$ cat src/rtl/pd_pkg.sv
// Shared operation codes, status codes and command types for the positional deque.
`timescale 1ns / 1ps
package pd_pkg;

  localparam logic [2:0] OP_PUSH_BACK  = 3'd0;
  localparam logic [2:0] OP_PUSH_FRONT = 3'd1;
  localparam logic [2:0] OP_POP_BACK   = 3'd2;
  localparam logic [2:0] OP_POP_FRONT  = 3'd3;
  localparam logic [2:0] OP_INSERT     = 3'd4;
  localparam logic [2:0] OP_ERASE      = 3'd5;
  localparam logic [2:0] OP_CLEAR      = 3'd6;

  localparam logic [1:0] ST_OK     = 2'd0;
  localparam logic [1:0] ST_FULL   = 2'd1;
  localparam logic [1:0] ST_EMPTY  = 2'd2;
  localparam logic [1:0] ST_BADPOS = 2'd3;

  localparam int QUEUE_DEPTH = 2;
  localparam int QPTR_W      = $clog2(QUEUE_DEPTH);
  localparam int QCNT_W      = $clog2(QUEUE_DEPTH + 1);

  typedef struct packed {
    logic [2:0] op;
    logic [1:0] status;
  } cmd_ctl_t;

endpackage

$ cat src/rtl/positional_deque.sv
// Top level of the positional deque: front end, command queue and back end.
`timescale 1ns / 1ps
// A bounded ordered sequence of up to CAPACITY data words, held as a circular
// buffer in one single-port-read RAM. Requests push or pop at either end,
// insert or erase at a position, or clear; each returns one response beat with
// status, new count, and the front and back values. The front end takes a
// request beat in any cycle the two-entry command queue has room, so requests
// are accepted while earlier ones are still being carried out; an accepted
// request is registered in the command queue and passed on from there. The
// back end handles one request at a time: after any moves it reads the front
// value and then the back value, or gives zeros for both when the sequence is
// left empty. An insert or erase that leaves entries stored moves the entries
// behind the position, each with one read and one write, since the RAM has one
// read port with a registered output. While an earlier response beat waits to
// be taken, the back end holds in its done state.
module positional_deque import pd_pkg::*; #(
  parameter int CAPACITY   = 64,
  parameter int DATA_WIDTH = 32
) (
  input  logic                           clk,
  input  logic                           rst,
  input  logic                           req_valid,
  output logic                           req_ready,
  input  logic [2:0]                     operation,
  input  logic [DATA_WIDTH-1:0]          value,
  input  logic [$clog2(CAPACITY+1)-1:0]  position,
  output logic                           rsp_valid,
  input  logic                           rsp_ready,
  output logic [1:0]                     status,
  output logic [$clog2(CAPACITY+1)-1:0]  count,
  output logic [DATA_WIDTH-1:0]          front_value,
  output logic [DATA_WIDTH-1:0]          back_value,
  output logic                           not_empty
);

  localparam int CNT_W = $clog2(CAPACITY + 1);
  localparam int CTL_W = $bits(cmd_ctl_t);
  localparam int Q_W   = CTL_W + DATA_WIDTH + 2 * CNT_W;

  logic                  f_valid;
  logic                  f_ready;
  cmd_ctl_t              f_ctl;
  logic [DATA_WIDTH-1:0] f_value;
  logic [CNT_W-1:0]      f_position;
  logic [CNT_W-1:0]      f_count;
  logic [Q_W-1:0]        f_data;

  logic                  b_valid;
  logic                  b_ready;
  logic [Q_W-1:0]        b_data;
  cmd_ctl_t              b_ctl;
  logic [DATA_WIDTH-1:0] b_value;
  logic [CNT_W-1:0]      b_position;
  logic [CNT_W-1:0]      b_count;

  pd_front #(
    .CAPACITY   (CAPACITY),
    .DATA_WIDTH (DATA_WIDTH)
  ) u_front (
    .clk          (clk),
    .rst          (rst),
    .req_valid    (req_valid),
    .req_ready    (req_ready),
    .operation    (operation),
    .value        (value),
    .position     (position),
    .cmd_valid    (f_valid),
    .cmd_ready    (f_ready),
    .cmd_ctl      (f_ctl),
    .cmd_value    (f_value),
    .cmd_position (f_position),
    .cmd_count    (f_count)
  );

  assign f_data = {f_ctl, f_value, f_position, f_count};

  pd_queue #(
    .WIDTH (Q_W)
  ) u_queue (
    .clk        (clk),
    .rst        (rst),
    .push_valid (f_valid),
    .push_ready (f_ready),
    .push_data  (f_data),
    .pop_valid  (b_valid),
    .pop_ready  (b_ready),
    .pop_data   (b_data)
  );

  assign {b_ctl, b_value, b_position, b_count} = b_data;

  pd_back #(
    .CAPACITY   (CAPACITY),
    .DATA_WIDTH (DATA_WIDTH)
  ) u_back (
    .clk          (clk),
    .rst          (rst),
    .cmd_valid    (b_valid),
    .cmd_ready    (b_ready),
    .cmd_ctl      (b_ctl),
    .cmd_value    (b_value),
    .cmd_position (b_position),
    .cmd_count    (b_count),
    .rsp_valid    (rsp_valid),
    .rsp_ready    (rsp_ready),
    .status       (status),
    .count        (count),
    .front_value  (front_value),
    .back_value   (back_value),
    .not_empty    (not_empty)
  );

endmodule

$ cat src/rtl/pd_ram.sv
// Generic single-write, single-read RAM with a registered read port.
`timescale 1ns / 1ps
module pd_ram #(
  parameter int WIDTH = 32,
  parameter int DEPTH = 64
) (
  input  logic                     clk,
  input  logic                     we,
  input  logic [$clog2(DEPTH)-1:0] wr_addr,
  input  logic [WIDTH-1:0]         wr_data,
  input  logic [$clog2(DEPTH)-1:0] rd_addr,
  output logic [WIDTH-1:0]         rd_data
);

  logic [WIDTH-1:0] mem [DEPTH];

  always_ff @(posedge clk) begin
    if (we) begin
      mem[wr_addr] <= wr_data;
    end
    rd_data <= mem[rd_addr];
  end

endmodule

$ cat src/rtl/pd_front.sv
// Front end: accepts requests, tracks the count and works out status and new count.
`timescale 1ns / 1ps
module pd_front import pd_pkg::*; #(
  parameter int CAPACITY   = 64,
  parameter int DATA_WIDTH = 32
) (
  input  logic                           clk,
  input  logic                           rst,
  input  logic                           req_valid,
  output logic                           req_ready,
  input  logic [2:0]                     operation,
  input  logic [DATA_WIDTH-1:0]          value,
  input  logic [$clog2(CAPACITY+1)-1:0]  position,
  output logic                           cmd_valid,
  input  logic                           cmd_ready,
  output cmd_ctl_t                       cmd_ctl,
  output logic [DATA_WIDTH-1:0]          cmd_value,
  output logic [$clog2(CAPACITY+1)-1:0]  cmd_position,
  output logic [$clog2(CAPACITY+1)-1:0]  cmd_count
);

  localparam int CNT_W = $clog2(CAPACITY + 1);

  logic [CNT_W-1:0] fcount;
  logic [CNT_W-1:0] fcount_next;
  logic [1:0]       status;
  logic             full;
  logic             empty;

  assign full  = (fcount == CNT_W'(CAPACITY));
  assign empty = (fcount == '0);

  always_comb begin
    status      = ST_OK;
    fcount_next = fcount;
    unique case (operation)
      OP_PUSH_BACK, OP_PUSH_FRONT: begin
        if (full) begin
          status = ST_FULL;
        end else begin
          fcount_next = fcount + 1'b1;
        end
      end
      OP_POP_BACK, OP_POP_FRONT: begin
        if (empty) begin
          status = ST_EMPTY;
        end else begin
          fcount_next = fcount - 1'b1;
        end
      end
      OP_INSERT: begin
        // The position check takes precedence over the full check.
        if (position > fcount) begin
          status = ST_BADPOS;
        end else if (full) begin
          status = ST_FULL;
        end else begin
          fcount_next = fcount + 1'b1;
        end
      end
      OP_ERASE: begin
        if (empty) begin
          status = ST_EMPTY;
        end else if (position >= fcount) begin
          status = ST_BADPOS;
        end else begin
          fcount_next = fcount - 1'b1;
        end
      end
      OP_CLEAR: begin
        fcount_next = '0;
      end
      default: begin
        fcount_next = fcount;
      end
    endcase
  end

  assign req_ready      = cmd_ready;
  assign cmd_valid      = req_valid;
  assign cmd_ctl.op     = operation;
  assign cmd_ctl.status = status;
  assign cmd_value      = value;
  assign cmd_position   = position;
  assign cmd_count      = fcount_next;

  always_ff @(posedge clk) begin
    if (rst) begin
      fcount <= '0;
    end else if (req_valid && req_ready) begin
      fcount <= fcount_next;
    end
  end

endmodule

$ cat src/rtl/pd_queue.sv
// Short command queue between the front end and the back end.
`timescale 1ns / 1ps
module pd_queue import pd_pkg::*; #(
  parameter int WIDTH = 64
) (
  input  logic             clk,
  input  logic             rst,
  input  logic             push_valid,
  output logic             push_ready,
  input  logic [WIDTH-1:0] push_data,
  output logic             pop_valid,
  input  logic             pop_ready,
  output logic [WIDTH-1:0] pop_data
);

  logic [WIDTH-1:0]  slots [QUEUE_DEPTH];
  logic [QPTR_W-1:0] wr_ptr;
  logic [QPTR_W-1:0] rd_ptr;
  logic [QCNT_W-1:0] fill;
  logic              do_push;
  logic              do_pop;

  assign push_ready = (fill != QCNT_W'(QUEUE_DEPTH));
  assign pop_valid  = (fill != '0);
  assign pop_data   = slots[rd_ptr];
  assign do_push    = push_valid && push_ready;
  assign do_pop     = pop_valid && pop_ready;

  always_ff @(posedge clk) begin
    if (do_push) begin
      slots[wr_ptr] <= push_data;
    end
  end

  always_ff @(posedge clk) begin
    if (rst) begin
      wr_ptr <= '0;
      rd_ptr <= '0;
      fill   <= '0;
    end else begin
      if (do_push) begin
        wr_ptr <= (wr_ptr == QPTR_W'(QUEUE_DEPTH - 1)) ? '0 : wr_ptr + 1'b1;
      end
      if (do_pop) begin
        rd_ptr <= (rd_ptr == QPTR_W'(QUEUE_DEPTH - 1)) ? '0 : rd_ptr + 1'b1;
      end
      if (do_push && !do_pop) begin
        fill <= fill + 1'b1;
      end else if (do_pop && !do_push) begin
        fill <= fill - 1'b1;
      end
    end
  end

endmodule

$ cat src/rtl/pd_back.sv
// Back end: carries out commands on a circular buffer in RAM and forms each response.
`timescale 1ns / 1ps
module pd_back import pd_pkg::*; #(
  parameter int CAPACITY   = 64,
  parameter int DATA_WIDTH = 32
) (
  input  logic                           clk,
  input  logic                           rst,
  input  logic                           cmd_valid,
  output logic                           cmd_ready,
  input  cmd_ctl_t                       cmd_ctl,
  input  logic [DATA_WIDTH-1:0]          cmd_value,
  input  logic [$clog2(CAPACITY+1)-1:0]  cmd_position,
  input  logic [$clog2(CAPACITY+1)-1:0]  cmd_count,
  output logic                           rsp_valid,
  input  logic                           rsp_ready,
  output logic [1:0]                     status,
  output logic [$clog2(CAPACITY+1)-1:0]  count,
  output logic [DATA_WIDTH-1:0]          front_value,
  output logic [DATA_WIDTH-1:0]          back_value,
  output logic                           not_empty
);

  localparam int CNT_W = $clog2(CAPACITY + 1);
  localparam int AW    = $clog2(CAPACITY);
  localparam int SUM_W = CNT_W + 1;

  localparam logic [2:0] S_IDLE     = 3'd0;
  localparam logic [2:0] S_MOVE_RD  = 3'd1;
  localparam logic [2:0] S_MOVE_WR  = 3'd2;
  localparam logic [2:0] S_RD_FRONT = 3'd3;
  localparam logic [2:0] S_RD_BACK  = 3'd4;
  localparam logic [2:0] S_CAP_BACK = 3'd5;
  localparam logic [2:0] S_DONE     = 3'd6;

  logic [2:0]            state;
  logic [AW-1:0]         head;
  logic [CNT_W-1:0]      bcount;
  logic [CNT_W-1:0]      idx;
  logic [CNT_W-1:0]      limit;
  logic                  up;
  logic [DATA_WIDTH-1:0] value_r;
  logic [1:0]            status_r;
  logic [DATA_WIDTH-1:0] front_r;
  logic [DATA_WIDTH-1:0] back_r;

  logic                  we;
  logic [CNT_W-1:0]      wr_log;
  logic [CNT_W-1:0]      rd_log;
  logic [DATA_WIDTH-1:0] wr_data;
  logic [DATA_WIDTH-1:0] rd_data;
  logic [AW-1:0]         wr_addr;
  logic [AW-1:0]         rd_addr;
  logic                  cmd_ok;
  logic                  take;

  // Maps a logical index to a RAM address relative to the head, wrapping once.
  function automatic logic [AW-1:0] phys(input logic [AW-1:0] base,
                                         input logic [CNT_W-1:0] offs);
    logic [SUM_W-1:0] sum;
    begin
      sum = SUM_W'(base) + SUM_W'(offs);
      if (sum >= SUM_W'(CAPACITY)) begin
        sum = sum - SUM_W'(CAPACITY);
      end
      return sum[AW-1:0];
    end
  endfunction

  assign cmd_ready = (state == S_IDLE);
  assign take      = cmd_valid && cmd_ready;
  assign cmd_ok    = (cmd_ctl.status == ST_OK);
  assign wr_addr   = phys(head, wr_log);
  assign rd_addr   = phys(head, rd_log);

  always_comb begin
    we      = 1'b0;
    wr_log  = idx;
    wr_data = rd_data;
    rd_log  = idx;
    unique case (state)
      S_IDLE: begin
        if (take && cmd_ok && cmd_ctl.op == OP_PUSH_BACK) begin
          we      = 1'b1;
          wr_log  = bcount;
          wr_data = cmd_value;
        end else if (take && cmd_ok && cmd_ctl.op == OP_PUSH_FRONT) begin
          // One below the head, modulo the capacity.
          we      = 1'b1;
          wr_log  = CNT_W'(CAPACITY - 1);
          wr_data = cmd_value;
        end
      end
      S_MOVE_RD: begin
        if (idx == limit) begin
          we      = up;
          wr_data = value_r;
        end else begin
          rd_log = up ? idx - 1'b1 : idx + 1'b1;
        end
      end
      S_MOVE_WR: begin
        we = 1'b1;
      end
      S_RD_FRONT: begin
        rd_log = '0;
      end
      S_RD_BACK: begin
        rd_log = bcount - 1'b1;
      end
      default: begin
        we = 1'b0;
      end
    endcase
  end

  pd_ram #(
    .WIDTH (DATA_WIDTH),
    .DEPTH (CAPACITY)
  ) u_ram (
    .clk     (clk),
    .we      (we),
    .wr_addr (wr_addr),
    .wr_data (wr_data),
    .rd_addr (rd_addr),
    .rd_data (rd_data)
  );

  always_ff @(posedge clk) begin
    if (rst) begin
      state     <= S_IDLE;
      head      <= '0;
      bcount    <= '0;
      rsp_valid <= 1'b0;
    end else begin
      if (state == S_DONE && (!rsp_valid || rsp_ready)) begin
        rsp_valid <= 1'b1;
      end else if (rsp_ready) begin
        rsp_valid <= 1'b0;
      end
      unique case (state)
        S_IDLE: begin
          if (take) begin
            bcount <= cmd_count;
            if (cmd_ok && cmd_ctl.op == OP_PUSH_FRONT) begin
              head <= (head == '0) ? AW'(CAPACITY - 1) : head - 1'b1;
            end else if (cmd_ok && cmd_ctl.op == OP_POP_FRONT) begin
              head <= (head == AW'(CAPACITY - 1)) ? '0 : head + 1'b1;
            end
            if (cmd_ok && (cmd_ctl.op == OP_INSERT || cmd_ctl.op == OP_ERASE)) begin
              state <= S_MOVE_RD;
            end else begin
              state <= S_RD_FRONT;
            end
          end
        end
        S_MOVE_RD: begin
          state <= (idx == limit) ? S_RD_FRONT : S_MOVE_WR;
        end
        S_MOVE_WR: begin
          state <= S_MOVE_RD;
        end
        S_RD_FRONT: begin
          state <= (bcount == '0) ? S_DONE : S_RD_BACK;
        end
        S_RD_BACK: begin
          state <= S_CAP_BACK;
        end
        S_CAP_BACK: begin
          state <= S_DONE;
        end
        S_DONE: begin
          if (!rsp_valid || rsp_ready) begin
            state <= S_IDLE;
          end
        end
        default: begin
          state <= S_IDLE;
        end
      endcase
    end
  end

  always_ff @(posedge clk) begin
    if (take) begin
      value_r  <= cmd_value;
      status_r <= cmd_ctl.status;
      up       <= (cmd_ctl.op == OP_INSERT);
      // Insert walks down from the old end to the position; erase walks up
      // from the position to the old last entry.
      if (cmd_ctl.op == OP_INSERT) begin
        idx   <= bcount;
        limit <= cmd_position;
      end else begin
        idx   <= cmd_position;
        limit <= bcount - 1'b1;
      end
    end
    if (state == S_MOVE_WR) begin
      idx <= up ? idx - 1'b1 : idx + 1'b1;
    end
    if (state == S_RD_FRONT && bcount == '0) begin
      front_r <= '0;
      back_r  <= '0;
    end
    if (state == S_RD_BACK) begin
      front_r <= rd_data;
    end
    if (state == S_CAP_BACK) begin
      back_r <= rd_data;
    end
    if (state == S_DONE && (!rsp_valid || rsp_ready)) begin
      status      <= status_r;
      count       <= bcount;
      front_value <= front_r;
      back_value  <= back_r;
      not_empty   <= (bcount != '0);
    end
  end

endmodule

$ cat config.mk
export PLATFORM = sky130hd
export DESIGN_NAME = positional_deque
export DESIGN_NICKNAME = d
export VERILOG_FILES = /design/src/rtl/pd_pkg.sv /design/src/rtl/positional_deque.sv /design/src/rtl/pd_ram.sv /design/src/rtl/pd_front.sv /design/src/rtl/pd_queue.sv /design/src/rtl/pd_back.sv
export SDC_FILE = /design/constraint.sdc
export NUM_CORES = 2
export LEC_CHECK = 0
export BUFFER_PORTS_ARGS = -buffer_cell sky130_fd_sc_hd__buf_4
export CAP_MARGIN = 20
export CORE_MARGIN = 10
export CORE_UTILIZATION = 58
export DETAILED_ROUTE_END_ITERATION = 16
export PLACE_DENSITY = 0.83
export SYNTH_ARGS = -nofsm -noshare
export SYNTH_HDL_FRONTEND = slang
export SYNTH_SLANG_ARGS = --single-unit
$ cat constraint.sdc
create_clock -name clk -period 10.6 [get_ports clk]
set_input_delay 1.59 -clock clk [delete_from_list [all_inputs] [get_ports clk]]
set_output_delay 1.59 -clock clk [all_outputs]
set_load 0.02 [all_outputs]
======== Word level (Yosys, flattened, before mapping) ========
Memories as Yosys holds them, arrays and structs flattened. A register that Yosys moved wholly into a read port is not among the register bits.
Index checks and enable logic that the tools add are counted.
cells by class
  $add $sub $neg .......................... 15
  order comparisons ....................... 4
  equality and inequality tests ........... 22
  mux-type cells .......................... 57
  reduce and logical (&&, ||, !) cells .... 37
operator list
  cell                   number
  $mux W32               6
  $mux W7                14
  $pmux W32 S2           1
  $mux W6                6
  $pmux W7 S5            1
  $eq A3 B3 Y1 const B   8
  $pmux W3 S7            1
  $pmux W7 S3            1
  $sub A7 B1 Y7 const B  3
  $sub A6 B1 Y6 const B  3
  $add A6 B7 Y8          2
  $ge A8 B7 Y1 const B   2
  $mux W2                8
  $eq A3 B2 Y1 const B   5
  $mux W1                15
  $add A7 B1 Y7 const B  2
  $logic_not A7 Y1       2
  $reduce_bool A2 Y1     7
  $logic_and A1 B1 Y1    12
  $eq A3 B1 Y1 const B   3
  $logic_not A3 Y1       3
  $pmux W2 S4            1
  $eq A7 B7 Y1           1
  $eq A7 B7 Y1 const B   1
  18 further kinds       27
word-level totals
  flip-flop bits (word level) ............. 215
  memory bits (writable) .................. 2150
  input port bits ......................... 46
  memories ................................ 2
memory list
  name              depth  width  rd ports  clocked after Yosys merged registers in  write ports  RTL line        text
  u_back.u_ram.mem  64     32     1         1                                        1            pd_ram.sv:15    logic [WIDTH-1:0] mem [DEPTH];
  u_queue.slots     2      51     1         1                                        1            pd_queue.sv:16  logic [WIDTH-1:0] slots [QUEUE_DEPTH];

======== Depth between registers and ports, before layout ========
  depth after elaboration ................. 10
  depth in mapped cells ................... 18

======== By module ========
Synthesis repeated with hierarchy kept, for this count alone.
unflattened totals
  cell total of the unflattened synthesis .. 4364
  area, all modules ....................... 92697.7 µm²
modules (own cells, without submodules)
  module    times used  cells each  area each (µm²)  sequential area each (µm²)
  pd_ram    1           3324        78515.3          62139.6
  pd_back   1           662         8898.5           5955.7
  pd_queue  1           183         3890.0           3163.0
  pd_front  1           195         1393.8           140.1

======== Worst setup path after synthesis ========
OpenSTA, ideal clock, no wires.
  kind .................................... register to register
  start ................................... register u_back.state[2]
  end ..................................... memory u_back.u_ram.mem[44][0], enable pin
  arrival ................................. 5.295 ns
  required time ........................... 10.179 ns
  slack ................................... 4.884 ns
  cell stages (with the launch flop) ...... 18
  path buffers ............................ 5
  clock period less this slack ............ 5.716 ns
  cells stage by stage .................... dfxtp_1 buf_6 o21bai_1 or3_4 or3_1 buf_6 clkbuf_1 clkbuf_1 o21ai_0 ha_1 a21o_1 a21oi_1 o21bai_1 a21oi_1 xnor3_1 or4_1 buf_2 nor2_1
on the way
  longest elaborated chain between the ends .. 10
  elaborated cells on any way between the ends .. 19
  classes of those cells .................. 2 x add/sub; 1 x order compare; 2 x eq/ne; 9 x mux; 5 x reduce/logical
RTL lines
  item                                                  RTL line                      text
  from (decl)                                           pd_back.sv:36                 logic [2:0] state;
  from (signal assigned)                                pd_back.sv:158                state <= (idx == limit) ? S_RD_FRONT : S_MOVE_WR;
  from (signal assigned)                                pd_back.sv:164                state <= (bcount == '0) ? S_DONE : S_RD_BACK;
  $logic_not A3 Y1                                      pd_back.sv:70, pd_back.sv:81
  $logic_and A1 B1 Y1                                   pd_back.sv:71                 assign take = cmd_valid && cmd_ready;
  $logic_and A1 B1 Y1                                   pd_back.sv:83, pd_back.sv:87
  $logic_and A1 B1 Y1                                   pd_back.sv:87                 end else if (take && cmd_ok && cmd_ctl.op == OP_PUSH_FRONT) begin
  $mux W7                                               pd_back.sv:87
  $mux W7                                               pd_back.sv:83                 if (take && cmd_ok && cmd_ctl.op == OP_PUSH_BACK) begin
  $mux W7                                               pd_back.sv:81                 unique case (state)
  $add A6 B7 Y8                                         pd_back.sv:62                 sum = SUM_W'(base) + SUM_W'(offs);
  $ge A8 B7 Y1 / $sub A6 B1 Y6 (equally long branches)  pd_back.sv:63, pd_back.sv:64
  $mux W6                                               pd_back.sv:63                 if (sum >= SUM_W'(CAPACITY)) begin
  to (decl)                                             pd_ram.sv:15
Several ways; a longest one is shown, not always the timed one.

==> reports/metrics.cfg <==
[worst_setup_path]
worst_ep_required_time_ns = 11.06
critPathKind = flip-flop to flip-flop
critPathSlowestCell = nor2_4
cpMostUsedCell = a21oi_1
slowest_delay_ns = 1.09
cp-start-kind = flip-flop
worstPathCellList = buf_4 > or3b_1 > and2_1 > or3_2 > o21ai_0 > ha_1 > a21o_1 > a21oi_1 > o21bai_1 > a21oi_1 > xnor3_1 > or4_1 > nor2_4
endpoint_kind = flip-flop
crit_fanout = 58
crit_arrival_ns = 7.55

[worst_hold_path]
hold_class = flip-flop to flip-flop

[power]
power_density_nw_per_um2 = 353
p_leak_nw = 32.8
peakVddDrop_mv = 0.389

[timing]
drv_slew = 0
fmax_mhz = 141
period_share_pct = 66.8
fin_worst_skew_ns = 0.0569
worst_slack_ns = 3.52
period_minus_slack_ns = 7.08
worstMarginPinSlew_ns = 1.24
finalHoldViolCount = 0
tns_ns = 0
rsz0062_at_grt = false
relSlewSlack_pct = 17.2
final-setup-viol-count = 0

[synth]
netlist_area_um2 = 92400
synth-async-reset-ratio_pct = 0
synth.distinct_cells = 64
syn-num-nets = 4209
synth-main-ff-cell = edfxtp_1
yosysSeqAreaShare_pct = 77.3
ys_ff_latch = 2398
synth_area_per_cell_um2 = 22.4
synth_cells = 4131
synth-edff-count = 2337
synth_warnings = 0

[placed_design]
place.gp.congestion = 0.899
dpl-instance-area_um2 = 96400
numPortBuffers = 121
hpwl_um = 132000
dp_slack_ns = 3.75

[floorplan]
dieArea_um2 = 176000
dieWidth_um = 419
dieHeight_um = 419
ios = 122
start_util_pct = 58.3
core_area_um2 = 158000
num_rows = 146

[layout]
layout_common_cells = 2,337 x edfxtp_1, 576 x mux4_2, 218 x clkbuf_16
area_growth_pct = 12.1
drive_gt1_share_pct = 28.8
mostFrequentLayoutCell = edfxtp_1
postLayoutCellArea_um2 = 104000
fillers = 9169
multi_input_area_um2 = 20800
finalNetCount = 4405
seq_area_um2 = 71400

[clock_network]
cts_tree = yes
h-tree-depth = 4
cts_setup_buffers = 0
postCtsHoldBufs = 0
cts_resized = 0
cts_made_buffers = 216
cts_root_buf = clkbuf_16
path_clk_slew_ns = 0.06
clock_sinks = 2398
clk_path_buf_depth = 3
clk_latency_ns = 0.88

[drt]
ant_nets = 0
via_count = 47564
drt_iter0_markers = 8628
drc = 0
post_drt_wl_per_cell_um = 38.9
drt_wl_total_um = 256000
via_per_inst = 7.22
firstDrtPassIters = 7

[flow_run]
max_cap_violations = 0

[global_routing]
grt_pass1_wl_um = 353000
grt_usage_pct = 28.3
overflow = 0
grt_pass1_vias = 46032
antenna_found_initial = 17
grt_max_degree = 139

[run_status]
status = finished, final reports clean

[kinds of logic after synthesis]
kind of cell	after synthesis	share of synthesized area (%)
AOI/OAI and AO/OA	230	1.86
xor gates and xnor gates	37	0.381
buffers and inverters	241	1.01
muxes	837	17.0
adders and majority gates	32	0.458
DFF	2398	77.3
and+or+nand+nor	356	1.95
[final cells by class]
type / count / share of cell area [%]
antenna: 1 / 0.00242
timing repair buffer: 188 / 1.65
clock inverter: 126 / 1.07
tap: 2072 / 2.50
clock buffer: 276 / 5.56
inverter: 31 / 0.112
sequential: 2398 / 69.0
multi-input combinational: 1492 / 20.1
[per-stage QoR]
stage / power, mW / hold WS, ns / util, % / cells
floorplan: 21.7 / 0.400 / - / 4131
global placement: 27.2 / 0.404 / 60.8 / 6168
detailed placement: 27.7 / 0.405 / 60.9 / 6170
CTS: 35.8 / 0.419 / 65.2 / 6572
global route: 37.0 / 0.423 / 65.4 / 6583
finish: 36.6 / 0.418 / 65.4 / 6584
[cells in the mapped netlist, drive strengths merged, types with 7 or more instances]
cell type | instances | area [um^2]
a211oi | 12 | 90.1
a21o | 8 | 60.1
a21oi | 38 | 190
a221o | 70 | 701
and2 | 36 | 225
and3 | 41 | 257
buf | 72 | 297
clkbuf | 138 | 518
dfxtp | 61 | 1220
edfxtp | 2337 | 70200
ha | 29 | 363
inv | 31 | 116
mux2 | 113 | 1270
mux2i | 148 | 1490
mux4 | 576 | 13000
nand2 | 36 | 135
nand2b | 9 | 56.3
nand3 | 13 | 65.1
nor2 | 132 | 495
nor2b | 34 | 213
nor3 | 18 | 90.1
o21ai | 28 | 140
o22ai | 35 | 219
or3 | 7 | 48.8
xnor2 | 21 | 184
xor2 | 14 | 123
[registers in the layout, indices dropped and copies added, names as in the netlist, 2 cells and up, named ones only]
name	cells
u_back.back_value	32
u_back.back_r	32
u_back.status	2
u_back.idx	7
u_back.bcount	7
u_back.front_value	32
u_queue.fill	2
u_back.state	3
u_back.status_r	2
u_back.u_ram.rd_data	32
u_back.value_r	32
u_back.u_ram.mem	2048
u_front.fcount	7
u_back.count	7
u_back.limit	7
u_back.head	6
u_back.front_r	32
u_queue.slots	102
[per-layer routing]
layer	track usage, %	part of all wire (%)
met5	0	0.059
met4	13.2	6.2
met2	42.2	46
met1	38.7	33
met3	8.55	15
[critical path: cells and delay by family (launching register included)]
kind / cells / cell delay [ns]
AND/OR/NAND/NOR: 5 / 3.63
adder cells (fa/ha/maj): 1 / 0.31
flip-flops: 1 / 0.31
buffers and inverters: 1 / 0.61
XOR/XNOR: 1 / 0.37
AO/OA/AOI/OAI: 5 / 1.39
[worst paths after layout]
kind / start / slack, ns / end / cells past startpoint
worst max-delay path: flip-flop / 3.52 / u_back.u_ram.mem[58][22] / 13
worst min register to register: u_back.back_r[26] / 0.42 / u_back.back_value[26] / 0
worst min-delay path: u_back.back_r[26] / 0.42 / u_back.back_value[26] / 0
worst max register to register: flip-flop / 3.52 / u_back.u_ram.mem[58][22] / 13
[report_power, final]
part / total, mW / switching (mW) / internal, mW
clock network: 7.79 / 3.58 / 4.21
registers: 12.8 / 0.369 / 12.4
logic: 16.0 / 10.3 / 5.71
No activity file was read; power rests on OpenSTA's default activity.
